==> src/rtl/core/crab_drive_pose_integrator_core_assert.svh <==
// Assertion macros shared by the pose integrator RTL.
`ifndef CRAB_DRIVE_POSE_INTEGRATOR_CORE_ASSERT_SVH
`define CRAB_DRIVE_POSE_INTEGRATOR_CORE_ASSERT_SVH

// Same-cycle implication, disabled while reset is low.
`define CRAB_ASSERT_IMPL(label, ante, cons, msg) \
    label: assert property (@(posedge clk) disable iff (!rst_n) (ante) |-> (cons)) \
        else $error(msg);

// Next-cycle implication, disabled while reset is low.
`define CRAB_ASSERT_NEXT(label, ante, cons, msg) \
    label: assert property (@(posedge clk) disable iff (!rst_n) (ante) |=> (cons)) \
        else $error(msg);

`endif

==> src/rtl/core/crab_pkg.sv <==
// Types, constants and the arctangent table of the pose integrator.
`default_nettype none
package crab_pkg;

    typedef struct packed {
        logic signed [31:0] aim_x;
        logic signed [31:0] aim_y;
        logic signed [15:0] speed_one;
        logic signed [15:0] speed_two;
    } crab_in_t;

    typedef struct packed {
        logic signed [31:0] pose_x;
        logic signed [31:0] pose_y;
        logic [15:0]        pose_heading;
        logic [15:0]        module_angle;
    } crab_out_t;

    typedef struct packed {
        logic start;
        logic vectoring;
    } crab_cmd_t;

    typedef struct packed {
        logic busy;
        logic done;
    } crab_sts_t;

    localparam int CORDIC_W  = 36;
    localparam int CORDIC_ZW = 34;
    localparam int CFG_IDX_W = 2;

    localparam logic [CFG_IDX_W-1:0] CFG_TICK_LENGTH   = 2'd0;
    localparam logic [CFG_IDX_W-1:0] CFG_WHEEL_SPACING = 2'd1;

    localparam logic [15:0] TICK_RESET    = 16'd1092;
    localparam logic [11:0] SPACING_RESET = 12'd50;
    localparam logic [31:0] ROBOT_X_RESET = 32'd102400;
    localparam logic [31:0] ROBOT_Y_RESET = 32'd76800;

    localparam logic signed [CORDIC_W-1:0] CORDIC_GAIN = 36'sd652032874;
    localparam logic signed [34:0]         RAD_TO_BA   = 35'sd683565276;

    function automatic logic [CORDIC_ZW-1:0] crab_atan(input logic [4:0] idx);
        logic [31:0] t;
        case (idx)
            5'd0:    t = 32'h20000000;
            5'd1:    t = 32'h12E4051E;
            5'd2:    t = 32'h09FB385B;
            5'd3:    t = 32'h051111D4;
            5'd4:    t = 32'h028B0D43;
            5'd5:    t = 32'h0145D7E1;
            5'd6:    t = 32'h00A2F61E;
            5'd7:    t = 32'h00517C55;
            5'd8:    t = 32'h0028BE53;
            5'd9:    t = 32'h00145F2F;
            5'd10:   t = 32'h000A2F98;
            5'd11:   t = 32'h000517CC;
            5'd12:   t = 32'h00028BE6;
            5'd13:   t = 32'h000145F3;
            5'd14:   t = 32'h0000A2F9;
            5'd15:   t = 32'h0000517D;
            5'd16:   t = 32'h000028BE;
            5'd17:   t = 32'h0000145F;
            5'd18:   t = 32'h00000A30;
            5'd19:   t = 32'h00000518;
            5'd20:   t = 32'h0000028C;
            5'd21:   t = 32'h00000146;
            5'd22:   t = 32'h000000A3;
            5'd23:   t = 32'h00000051;
            default: t = 32'h00000000;
        endcase
        return {2'b00, t};
    endfunction

endpackage
`default_nettype wire

==> src/rtl/core/crab_cordic.sv <==
// Iterative CORDIC unit, one micro-rotation per cycle, vectoring or rotation mode.
`default_nettype none
module crab_cordic #(
    parameter int CORDIC_STEPS = 16
) (
    input  wire                                        clk,
    input  wire                                        rst_n,
    input  crab_pkg::crab_cmd_t                        cmd,
    input  wire signed [crab_pkg::CORDIC_W-1:0]        x_init,
    input  wire signed [crab_pkg::CORDIC_W-1:0]        y_init,
    input  wire signed [crab_pkg::CORDIC_ZW-1:0]       z_init,
    output crab_pkg::crab_sts_t                        sts,
    output logic signed [crab_pkg::CORDIC_W-1:0]       x_out,
    output logic signed [crab_pkg::CORDIC_W-1:0]       y_out,
    output logic signed [crab_pkg::CORDIC_ZW-1:0]      z_out
);
    import crab_pkg::*;

    localparam int CW = $clog2(CORDIC_STEPS);

    logic signed [CORDIC_W-1:0]  x_reg, y_reg;
    logic signed [CORDIC_ZW-1:0] z_reg;
    logic [CW-1:0]               cnt_reg;
    logic                        busy_reg, done_reg, vec_reg;
    logic signed [CORDIC_W-1:0]  sx, sy;
    logic [CORDIC_ZW-1:0]        at;
    logic                        plus;

    always_comb
    begin
        sx   = x_reg >>> cnt_reg;
        sy   = y_reg >>> cnt_reg;
        at   = crab_atan(5'(cnt_reg));
        plus = vec_reg ? (y_reg > 0) : z_reg[CORDIC_ZW-1];
    end

    always_ff @(posedge clk or negedge rst_n)
    begin
        if (!rst_n)
        begin
            busy_reg <= 1'b0;
            done_reg <= 1'b0;
            cnt_reg  <= '0;
        end
        else
        begin
            done_reg <= 1'b0;
            if (cmd.start)
            begin
                busy_reg <= 1'b1;
                cnt_reg  <= '0;
            end
            else if (busy_reg)
            begin
                if (cnt_reg == CW'(CORDIC_STEPS - 1))
                begin
                    busy_reg <= 1'b0;
                    done_reg <= 1'b1;
                end
                cnt_reg <= cnt_reg + 1'b1;
            end
        end
    end

    always_ff @(posedge clk)
    begin
        if (cmd.start)
        begin
            x_reg   <= x_init;
            y_reg   <= y_init;
            z_reg   <= z_init;
            vec_reg <= cmd.vectoring;
        end
        else if (busy_reg)
        begin
            if (plus)
            begin
                x_reg <= x_reg + sy;
                y_reg <= y_reg - sx;
                z_reg <= z_reg + $signed(at);
            end
            else
            begin
                x_reg <= x_reg - sy;
                y_reg <= y_reg + sx;
                z_reg <= z_reg - $signed(at);
            end
        end
    end

    assign sts.busy = busy_reg;
    assign sts.done = done_reg;
    assign x_out    = x_reg;
    assign y_out    = y_reg;
    assign z_out    = z_reg;

endmodule
`default_nettype wire

==> src/rtl/core/crab_divu.sv <==
// Restoring unsigned divider, one quotient bit per cycle.
`default_nettype none
module crab_divu #(
    parameter int DW = 27,
    parameter int VW = 12
) (
    input  wire                 clk,
    input  wire                 rst_n,
    input  wire                 start,
    input  wire  [DW-1:0]       dividend,
    input  wire  [VW-1:0]       divisor,
    output crab_pkg::crab_sts_t sts,
    output logic [DW-1:0]       quotient
);
    import crab_pkg::*;

    localparam int CW = $clog2(DW);

    logic [VW-1:0] rem_reg, div_reg;
    logic [DW-1:0] quo_reg;
    logic [CW-1:0] cnt_reg;
    logic          busy_reg, done_reg;
    logic [VW:0]   trial;
    logic          fits;

    always_comb
    begin
        trial = {rem_reg, quo_reg[DW-1]};
        fits  = trial >= {1'b0, div_reg};
    end

    always_ff @(posedge clk or negedge rst_n)
    begin
        if (!rst_n)
        begin
            busy_reg <= 1'b0;
            done_reg <= 1'b0;
            cnt_reg  <= '0;
        end
        else
        begin
            done_reg <= 1'b0;
            if (start)
            begin
                busy_reg <= 1'b1;
                cnt_reg  <= '0;
            end
            else if (busy_reg)
            begin
                if (cnt_reg == CW'(DW - 1))
                begin
                    busy_reg <= 1'b0;
                    done_reg <= 1'b1;
                end
                cnt_reg <= cnt_reg + 1'b1;
            end
        end
    end

    always_ff @(posedge clk)
    begin
        if (start)
        begin
            rem_reg <= '0;
            quo_reg <= dividend;
            div_reg <= divisor;
        end
        else if (busy_reg)
        begin
            rem_reg <= fits ? VW'(trial - {1'b0, div_reg}) : trial[VW-1:0];
            quo_reg <= {quo_reg[DW-2:0], fits};
        end
    end

    assign sts.busy = busy_reg;
    assign sts.done = done_reg;
    assign quotient = quo_reg;

endmodule
`default_nettype wire

==> src/rtl/core/crab_drive_pose_integrator_core.sv <==
// Top level of the crab drive pose integrator: sequencer, shared multiplier and pose state.
//
//  Channel  Direction  Handshake            Word
//  in       sink       in_valid/in_stall    crab_in_t: aim point and two wheel speeds
//  out      source     out_valid/out_stall  crab_out_t: pose and module angle
//  cfg      sink       cfg_valid/cfg_ready  cfg_index selects tick length or wheel spacing
//
// Each word runs through the shared CORDIC unit (three passes), the shared multiplier (seven
// products) and the divider; its result is then loaded into the output register, and only
// after that can the next word be taken.
// in_stall is high from acceptance until the result is loaded into the output register.
// The output register holds a result while out_stall is high; the next word is then taken.
// Reset restores the configuration registers and the pose at once; there is no clearing pass.
`default_nettype none
module crab_drive_pose_integrator_core #(
    parameter int CORDIC_STEPS = 16,
    parameter int ANGLE_BITS   = 16
) (
    input  wire                                clk,
    input  wire                                rst_n,
    input  wire                                in_valid,
    output logic                               in_stall,
    input  crab_pkg::crab_in_t                 in_word,
    output logic                               out_valid,
    input  wire                                out_stall,
    output crab_pkg::crab_out_t                out_word,
    input  wire                                cfg_valid,
    output logic                               cfg_ready,
    input  wire  [crab_pkg::CFG_IDX_W-1:0]     cfg_index,
    input  wire  [15:0]                        cfg_data
);
    import crab_pkg::*;

    `include "crab_drive_pose_integrator_core_assert.svh"

    localparam logic [2:0] ST_IDLE = 3'd0;
    localparam logic [2:0] ST_VEC  = 3'd1;
    localparam logic [2:0] ST_ROTG = 3'd2;
    localparam logic [2:0] ST_ROTM = 3'd3;
    localparam logic [2:0] ST_MUL  = 3'd4;
    localparam logic [2:0] ST_RND  = 3'd5;
    localparam logic [2:0] ST_DIV  = 3'd6;
    localparam logic [2:0] ST_DONE = 3'd7;

    localparam logic [31:0] QA_HALF = 32'd1 << (31 - ANGLE_BITS);
    localparam logic [31:0] QA_MASK = ~((32'd1 << (32 - ANGLE_BITS)) - 32'd1);

    logic [2:0]               state_reg;
    logic [2:0]               mstep_reg;
    logic [15:0]              tick_reg;
    logic [11:0]              spacing_reg;
    logic [31:0]              robot_x_reg, robot_y_reg;
    logic [15:0]              heading_reg;
    logic signed [16:0]       sum_reg, diff_reg;
    logic                     zero_reg, flip_reg, neg_reg;
    logic [31:0]              qa_reg;
    logic signed [34:0]       cg_reg, sg_reg, cm_reg;
    logic signed [27:0]       t_reg, r_reg;
    logic [31:0]              ddx_reg, ddy_reg;
    logic [15:0]              ba_reg;
    logic signed [62:0]       prod_reg;
    logic                     out_valid_reg;
    crab_out_t                out_reg;

    logic                     accept;
    crab_cmd_t                cord_cmd;
    crab_sts_t                cord_sts, div_sts;
    logic signed [CORDIC_W-1:0]  cx0, cy0, cord_x, cord_y;
    logic signed [CORDIC_ZW-1:0] cz0, cord_z;
    logic signed [32:0]       dx, dy;
    logic signed [CORDIC_W-1:0]  dxe, dye;
    logic [31:0]              zv, qa_c, rot_a, rot_a2;
    logic                     rot_flip;
    logic signed [CORDIC_W-1:0]  flip_x, flip_y;
    logic signed [27:0]       mul_a;
    logic signed [34:0]       mul_b;
    logic signed [62:0]       rnd;
    logic [11:0]              wsp;
    logic [26:0]              mag, dividend, quot;
    logic                     div_start;
    logic                     load_out;

    assign accept    = in_valid && !in_stall;
    assign in_stall  = state_reg != ST_IDLE;
    assign cfg_ready = 1'b1;

    always_comb
    begin
        dx  = 33'(in_word.aim_x) - 33'($signed(robot_x_reg));
        dy  = 33'(in_word.aim_y) - 33'($signed(robot_y_reg));
        dxe = CORDIC_W'(dx);
        dye = CORDIC_W'(dy);

        zv     = zero_reg ? 32'd0 : cord_z[31:0];
        qa_c   = (zv + QA_HALF) & QA_MASK;
        rot_a  = (state_reg == ST_VEC) ? qa_c + {heading_reg, 16'h0000} : qa_reg;
        rot_flip = rot_a[31] ^ rot_a[30];
        rot_a2 = rot_flip ? {~rot_a[31], rot_a[30:0]} : rot_a;

        cord_cmd.vectoring = (state_reg == ST_IDLE);
        cord_cmd.start     = accept
                           || ((state_reg == ST_VEC || state_reg == ST_ROTG) && cord_sts.done);
        if (state_reg == ST_IDLE)
        begin
            cx0 = dx[32] ? -dxe : dxe;
            cy0 = dx[32] ? -dye : dye;
            cz0 = dx[32] ? CORDIC_ZW'(34'h0_8000_0000) : '0;
        end
        else
        begin
            cx0 = CORDIC_GAIN;
            cy0 = '0;
            cz0 = CORDIC_ZW'($signed(rot_a2));
        end

        flip_x = flip_reg ? -cord_x : cord_x;
        flip_y = flip_reg ? -cord_y : cord_y;
    end

    always_comb
    begin
        case (mstep_reg)
            3'd0:    begin mul_a = 28'(sum_reg);  mul_b = cg_reg; end
            3'd1:    begin mul_a = t_reg;         mul_b = 35'($signed({1'b0, tick_reg})); end
            3'd2:    begin mul_a = 28'(sum_reg);  mul_b = sg_reg; end
            3'd3:    begin mul_a = t_reg;         mul_b = 35'($signed({1'b0, tick_reg})); end
            3'd4:    begin mul_a = 28'(diff_reg); mul_b = cm_reg; end
            3'd5:    begin mul_a = t_reg;         mul_b = 35'($signed({1'b0, tick_reg})); end
            default: begin mul_a = r_reg;         mul_b = RAD_TO_BA; end
        endcase
        case (mstep_reg)
            3'd0, 3'd2, 3'd4: rnd = (prod_reg + (63'sd1 <<< 21)) >>> 22;
            3'd1, 3'd3:       rnd = (prod_reg + (63'sd1 <<< 23)) >>> 24;
            3'd5:             rnd = (prod_reg + (63'sd1 <<< 15)) >>> 16;
            default:          rnd = (prod_reg + (63'sd1 <<< 31)) >>> 32;
        endcase

        wsp       = (spacing_reg == 12'd0) ? 12'd1 : spacing_reg;
        mag       = neg_reg ? 27'(-t_reg) : t_reg[26:0];
        dividend  = mag + 27'(wsp >> 1);
        div_start = (state_reg == ST_DIV) && !div_sts.busy && !div_sts.done;
        load_out  = (state_reg == ST_DONE) && (!out_valid_reg || !out_stall);
    end

    crab_cordic #(.CORDIC_STEPS(CORDIC_STEPS)) u_cordic (
        .clk    (clk),
        .rst_n  (rst_n),
        .cmd    (cord_cmd),
        .x_init (cx0),
        .y_init (cy0),
        .z_init (cz0),
        .sts    (cord_sts),
        .x_out  (cord_x),
        .y_out  (cord_y),
        .z_out  (cord_z)
    );

    crab_divu #(.DW(27), .VW(12)) u_divu (
        .clk      (clk),
        .rst_n    (rst_n),
        .start    (div_start),
        .dividend (dividend),
        .divisor  (wsp),
        .sts      (div_sts),
        .quotient (quot)
    );

    always_ff @(posedge clk or negedge rst_n)
    begin
        if (!rst_n)
        begin
            state_reg     <= ST_IDLE;
            mstep_reg     <= 3'd0;
            tick_reg      <= TICK_RESET;
            spacing_reg   <= SPACING_RESET;
            robot_x_reg   <= ROBOT_X_RESET;
            robot_y_reg   <= ROBOT_Y_RESET;
            heading_reg   <= 16'd0;
            out_valid_reg <= 1'b0;
        end
        else
        begin
            if (cfg_valid && cfg_ready)
            begin
                case (cfg_index)
                    CFG_TICK_LENGTH:   tick_reg    <= cfg_data;
                    CFG_WHEEL_SPACING: spacing_reg <= cfg_data[11:0];
                    default:           ;
                endcase
            end
            if (load_out)
            begin
                out_valid_reg <= 1'b1;
            end
            else if (out_valid_reg && !out_stall)
            begin
                out_valid_reg <= 1'b0;
            end
            case (state_reg)
                ST_IDLE:
                begin
                    if (accept)
                    begin
                        state_reg <= ST_VEC;
                    end
                end
                ST_VEC:
                begin
                    if (cord_sts.done)
                    begin
                        state_reg <= ST_ROTG;
                    end
                end
                ST_ROTG:
                begin
                    if (cord_sts.done)
                    begin
                        state_reg <= ST_ROTM;
                    end
                end
                ST_ROTM:
                begin
                    if (cord_sts.done)
                    begin
                        state_reg <= ST_MUL;
                        mstep_reg <= 3'd0;
                    end
                end
                ST_MUL:
                begin
                    state_reg <= ST_RND;
                end
                ST_RND:
                begin
                    if (mstep_reg == 3'd5)
                    begin
                        state_reg <= ST_DIV;
                    end
                    else if (mstep_reg == 3'd6)
                    begin
                        state_reg <= ST_DONE;
                    end
                    else
                    begin
                        state_reg <= ST_MUL;
                        mstep_reg <= mstep_reg + 3'd1;
                    end
                end
                ST_DIV:
                begin
                    if (div_sts.done)
                    begin
                        state_reg <= ST_MUL;
                        mstep_reg <= 3'd6;
                    end
                end
                ST_DONE:
                begin
                    if (load_out)
                    begin
                        state_reg     <= ST_IDLE;
                        robot_x_reg   <= robot_x_reg + ddx_reg;
                        robot_y_reg   <= robot_y_reg + ddy_reg;
                        heading_reg   <= heading_reg + ba_reg;
                    end
                end
                default:
                begin
                    state_reg <= ST_IDLE;
                end
            endcase
        end
    end

    always_ff @(posedge clk)
    begin
        if (accept)
        begin
            sum_reg  <= 17'(in_word.speed_one) + 17'(in_word.speed_two);
            diff_reg <= 17'(in_word.speed_two) - 17'(in_word.speed_one);
            zero_reg <= (dx == 33'sd0) && (dy == 33'sd0);
        end
        if ((state_reg == ST_VEC) && cord_sts.done)
        begin
            qa_reg   <= qa_c;
        end
        if (cord_cmd.start && !cord_cmd.vectoring)
        begin
            flip_reg <= rot_flip;
        end
        if ((state_reg == ST_ROTG) && cord_sts.done)
        begin
            cg_reg <= 35'(flip_x);
            sg_reg <= 35'(flip_y);
        end
        if ((state_reg == ST_ROTM) && cord_sts.done)
        begin
            cm_reg <= 35'(flip_x);
        end
        if (state_reg == ST_MUL)
        begin
            prod_reg <= 63'(mul_a) * 63'(mul_b);
        end
        if (state_reg == ST_RND)
        begin
            case (mstep_reg)
                3'd1:    ddx_reg <= rnd[31:0];
                3'd3:    ddy_reg <= rnd[31:0];
                3'd6:    ba_reg  <= rnd[15:0];
                default: t_reg   <= rnd[27:0];
            endcase
            if (mstep_reg == 3'd5)
            begin
                neg_reg <= rnd[27];
            end
        end
        if ((state_reg == ST_DIV) && div_sts.done)
        begin
            r_reg <= neg_reg ? -28'($signed({1'b0, quot})) : 28'($signed({1'b0, quot}));
        end
        if (load_out)
        begin
            out_reg.pose_x       <= robot_x_reg + ddx_reg;
            out_reg.pose_y       <= robot_y_reg + ddy_reg;
            out_reg.pose_heading <= heading_reg + ba_reg;
            out_reg.module_angle <= 16'((qa_reg + 32'h0000_8000) >> 16);
        end
    end

    assign out_valid = out_valid_reg;
    assign out_word  = out_reg;

    `CRAB_ASSERT_NEXT(a_accept_starts_vector, accept, state_reg == ST_VEC,
        "Accepted word did not start the vectoring pass.")
    `CRAB_ASSERT_IMPL(a_cordic_start_idle, cord_cmd.start, !cord_sts.busy,
        "CORDIC unit restarted while busy.")
    `CRAB_ASSERT_IMPL(a_div_done_state, div_sts.done, state_reg == ST_DIV,
        "Divider finished outside the divide step.")
    `CRAB_ASSERT_IMPL(a_cordic_done_state, cord_sts.done,
        state_reg == ST_VEC || state_reg == ST_ROTG || state_reg == ST_ROTM,
        "CORDIC unit finished outside a CORDIC pass.")

endmodule
`default_nettype wire
==> config.mk <==
export PLATFORM = sky130hd
export DESIGN_NAME = crab_drive_pose_integrator_core
export DESIGN_NICKNAME = d
export VERILOG_FILES = /design/src/rtl/core/crab_pkg.sv /design/src/rtl/core/crab_cordic.sv /design/src/rtl/core/crab_divu.sv /design/src/rtl/core/crab_drive_pose_integrator_core.sv
export VERILOG_INCLUDE_DIRS = /design/src /design/src/rtl/core
export SDC_FILE = /design/constraint.sdc
export NUM_CORES = 2
export LEC_CHECK = 0
export BUFFER_PORTS_ARGS = -buffer_cell sky130_fd_sc_hd__buf_2
export CAP_MARGIN = 20
export CORE_ASPECT_RATIO = 1.2
export CORE_MARGIN = 4
export CORE_UTILIZATION = 26
export CTS_CLUSTER_DIAMETER = 80
export CTS_CLUSTER_SIZE = 40
export DETAILED_ROUTE_END_ITERATION = 8
export GPL_TIMING_DRIVEN = 0
export SLEW_MARGIN = 20
export SYNTH_ARGS = -nofsm -noshare
export SYNTH_HDL_FRONTEND = slang
export SYNTH_SLANG_ARGS = --single-unit
==> constraint.sdc <==
create_clock -name clk -period 17.5 [get_ports clk]
set_input_delay 2.625 -clock clk [delete_from_list [all_inputs] [get_ports clk]]
set_output_delay 2.625 -clock clk [all_outputs]
set_load 0.005 [all_outputs]
==> qor.yml <==
die:
  die-area_um2: 344000
  coreArea_um2: 333000
  die_x_um: 536
  die_h_um: 641
  row_count: 232
  start_util: 0.261
  pin_count: 218
routing:
  wl_um: 362000
  wl_per_cell_um: 25.8
  drc: 0
  first_pass_iters: 7
  initialDrtViolationCount: 7523
  ant_nets: 0
  dr_total_vias: 72355
  vias_per_cell: 5.16
sta:
  finalCriticalPeriod_ps: 14600
  slew_violations: 0
  grt_setup_unrepaired: "no"
  finClkSkew_ps: 121
  hold_violations: 0
  period_share: 0.834
  relSlewSlack: 0.104
  tightest_slew_ps: 1340
  timing.setup.tns_ps: 0
  setup_viol: 0
  fmax_ghz: 0.0685
setup_path:
  slowest_stage: "clkbuf_1"
  ff2ff_path_depth: 35
  cpMostUsedCell: "fa_1"
  path_class: "reg2reg"
  critical_path_required_ps: 17940
  worstReg2RegStart: "mstep_reg[2]"
  end_kind: "flip-flop"
  start_kind: "flip-flop"
  cp-startpoint: "mstep_reg[2]"
  crit_path_max_fanout: 10
  arrival_ps: 15040
  slowest_delay_ps: 950
placed_design:
  gp_congestion: 1.07
  port_buffers: 216
  hpwl_um: 298000
  dpl_cell_area_um2: 94700
worst_hold_path:
  min_from: "qa_reg[28]"
  hold_depth: 0
  hp-class: "reg2reg"
clocking:
  cts.repair.resized: 0
  numCtsBuffers: 48
  post_cts_buffers: 0
  clk_pin_slew_ps: 120
  cts_root_buffer: "clkbuf_16"
  clk_path_buf_depth: 3
  cts_sinks: 723
  cts_tree: "yes"
  cts_hold_buf: 0
  clk_latency_ps: 740
  cts_max_level: 2
logic_synthesis:
  synth-seq-cells: 723
  synth.top_cell.area_share: 0.234
  syn_nets: 10860
  syn_area_per_cell_um2: 9.46
  synthTopCellsByArea: "fa_1 (23%), edfxtp_1 (20%), ha_1 (7.7%)"
  synth_most_common_cell: "inv_1"
  yosysUniqueCellTypes: 112
  syn_inst: 9191
  synth.top_cells.by_count: "inv_1 (1,215), fa_1 (1,017), nand2_1 (1,008), nor2_1 (904), edfxtp_1 (583)"
  ys_seq_area_frac: 0.241
  ys_async_sr_fraction: 0.177
  syn_area_um2: 86900
  synth_area_leader_cell: "fa_1"
  yosysWarnings: 0
  synth_edf_count: 583
  ys.flop_type: "edfxtp_1"
finish:
  nNetsFinal: 11197
  fillers: 35405
  largest_register_ffs: 96
  drive_gt1_frac: 0.0772
  postLayoutCellArea_um2: 96900
  area_growth_pct: 11.4
outcome:
  status: "complete, no violations"
job:
  cap_violations: 0
global_routing:
  grt_pass1_vias: 72831
  grt_overflow: 0
  antenna_found_initial: 56
  grt_usage: 0.206
  grt_max_degree: 75
  grt_pass1_wl_um: 517000
-- cell usage in the layout, fill, tap and decap left out, types with 149 or more instances in the layout --
| cell type | count |
|---|---|
| nor2_1 | 901 |
| xor2_1 | 249 |
| a21oi_1 | 411 |
| edfxtp_1 | 583 |
| xnor2_1 | 427 |
| fa_1 | 1017 |
| o21ai_0 | 387 |
| nand2_1 | 1007 |
| a21o_1 | 149 |
| clkbuf_1 | 324 |
| ha_1 | 533 |
| buf_2 | 250 |
| inv_1 | 1213 |
-- layer usage --
metal | vias to the layer above | wire (um) | GRT usage
li1 | 31551 | - | -
met1 | 36289 | 135000 | 0.247
met2 | 3450 | 165000 | 0.333
met3 | 1043 | 30500 | 0.0426
met4 | 22 | 31600 | 0.143
met5 | - | 147 | 0
-- cells by family (layout without fill, tap and decap cells) --
group,count (synthesis),count (layout),synth area share
multiplexers,251,251,0.0441
other,1,17,0.0000431
flip-flops,723,723,0.241
adder cells (fa/ha/maj),1550,1550,0.311
AND/OR/NAND/NOR,2670,2670,0.137
buffers and inverters,1639,2016,0.0737
AO/OA/AOI/OAI,1680,1680,0.125
XOR/XNOR,677,677,0.0683
-- cell type report --
type / instances / area [um2] / area share
clock buffers: 48 / 1200 / 0.0124
multi-input cells: 6829 / 59900 / 0.619
diodes: 16 / 40.0 / 0.000413
well taps: 4446 / 5560 / 0.0574
repair buffers: 287 / 1830 / 0.0189
inverters: 1218 / 4570 / 0.0472
plain buffers: 421 / 1860 / 0.0192
flip-flops and latches: 723 / 21000 / 0.216
clock inverters: 42 / 921 / 0.00951
-- critical path, delay by kind of cell, from the launching register on --
kind                       cells  cell delay (ps)
adders and majority gates      9             4400
DFF                            1              440
buffers and inverters          9             3110
and+or+nand+nor                8             3000
AOI/OAI and AO/OA              9             3270
-- worst paths after layout --
path                       slack [ps]                  end
max                              2900         prod_reg[58]
min                               470         out_word[12]
max reg2reg                      2900         prod_reg[58]
min reg2reg                       470         out_word[12]
max in group asynchronous       14690         tick_reg[15]
min in group asynchronous        1830  u_cordic.cnt_reg[1]
-- metrics by stage --
| stage | setup WS (ps) | std cells | hold WS, ps | util |
|---|---|---|---|---|
| after floorplan | 7310 | 9191 | 422 | - |
| after CTS | 3160 | 14013 | 478 | 0.291 |
| after global routing | 2720 | 14023 | 484 | 0.291 |
| after global placement | -1120 | 13853 | 462 | 0.281 |
| final | 2900 | 14030 | 473 | 0.291 |
| after detailed placement | 3230 | 13923 | 455 | 0.284 |
Power is not shown: default switching activity piles up to over one toggle a cycle in this logic, so the estimate is an artifact.
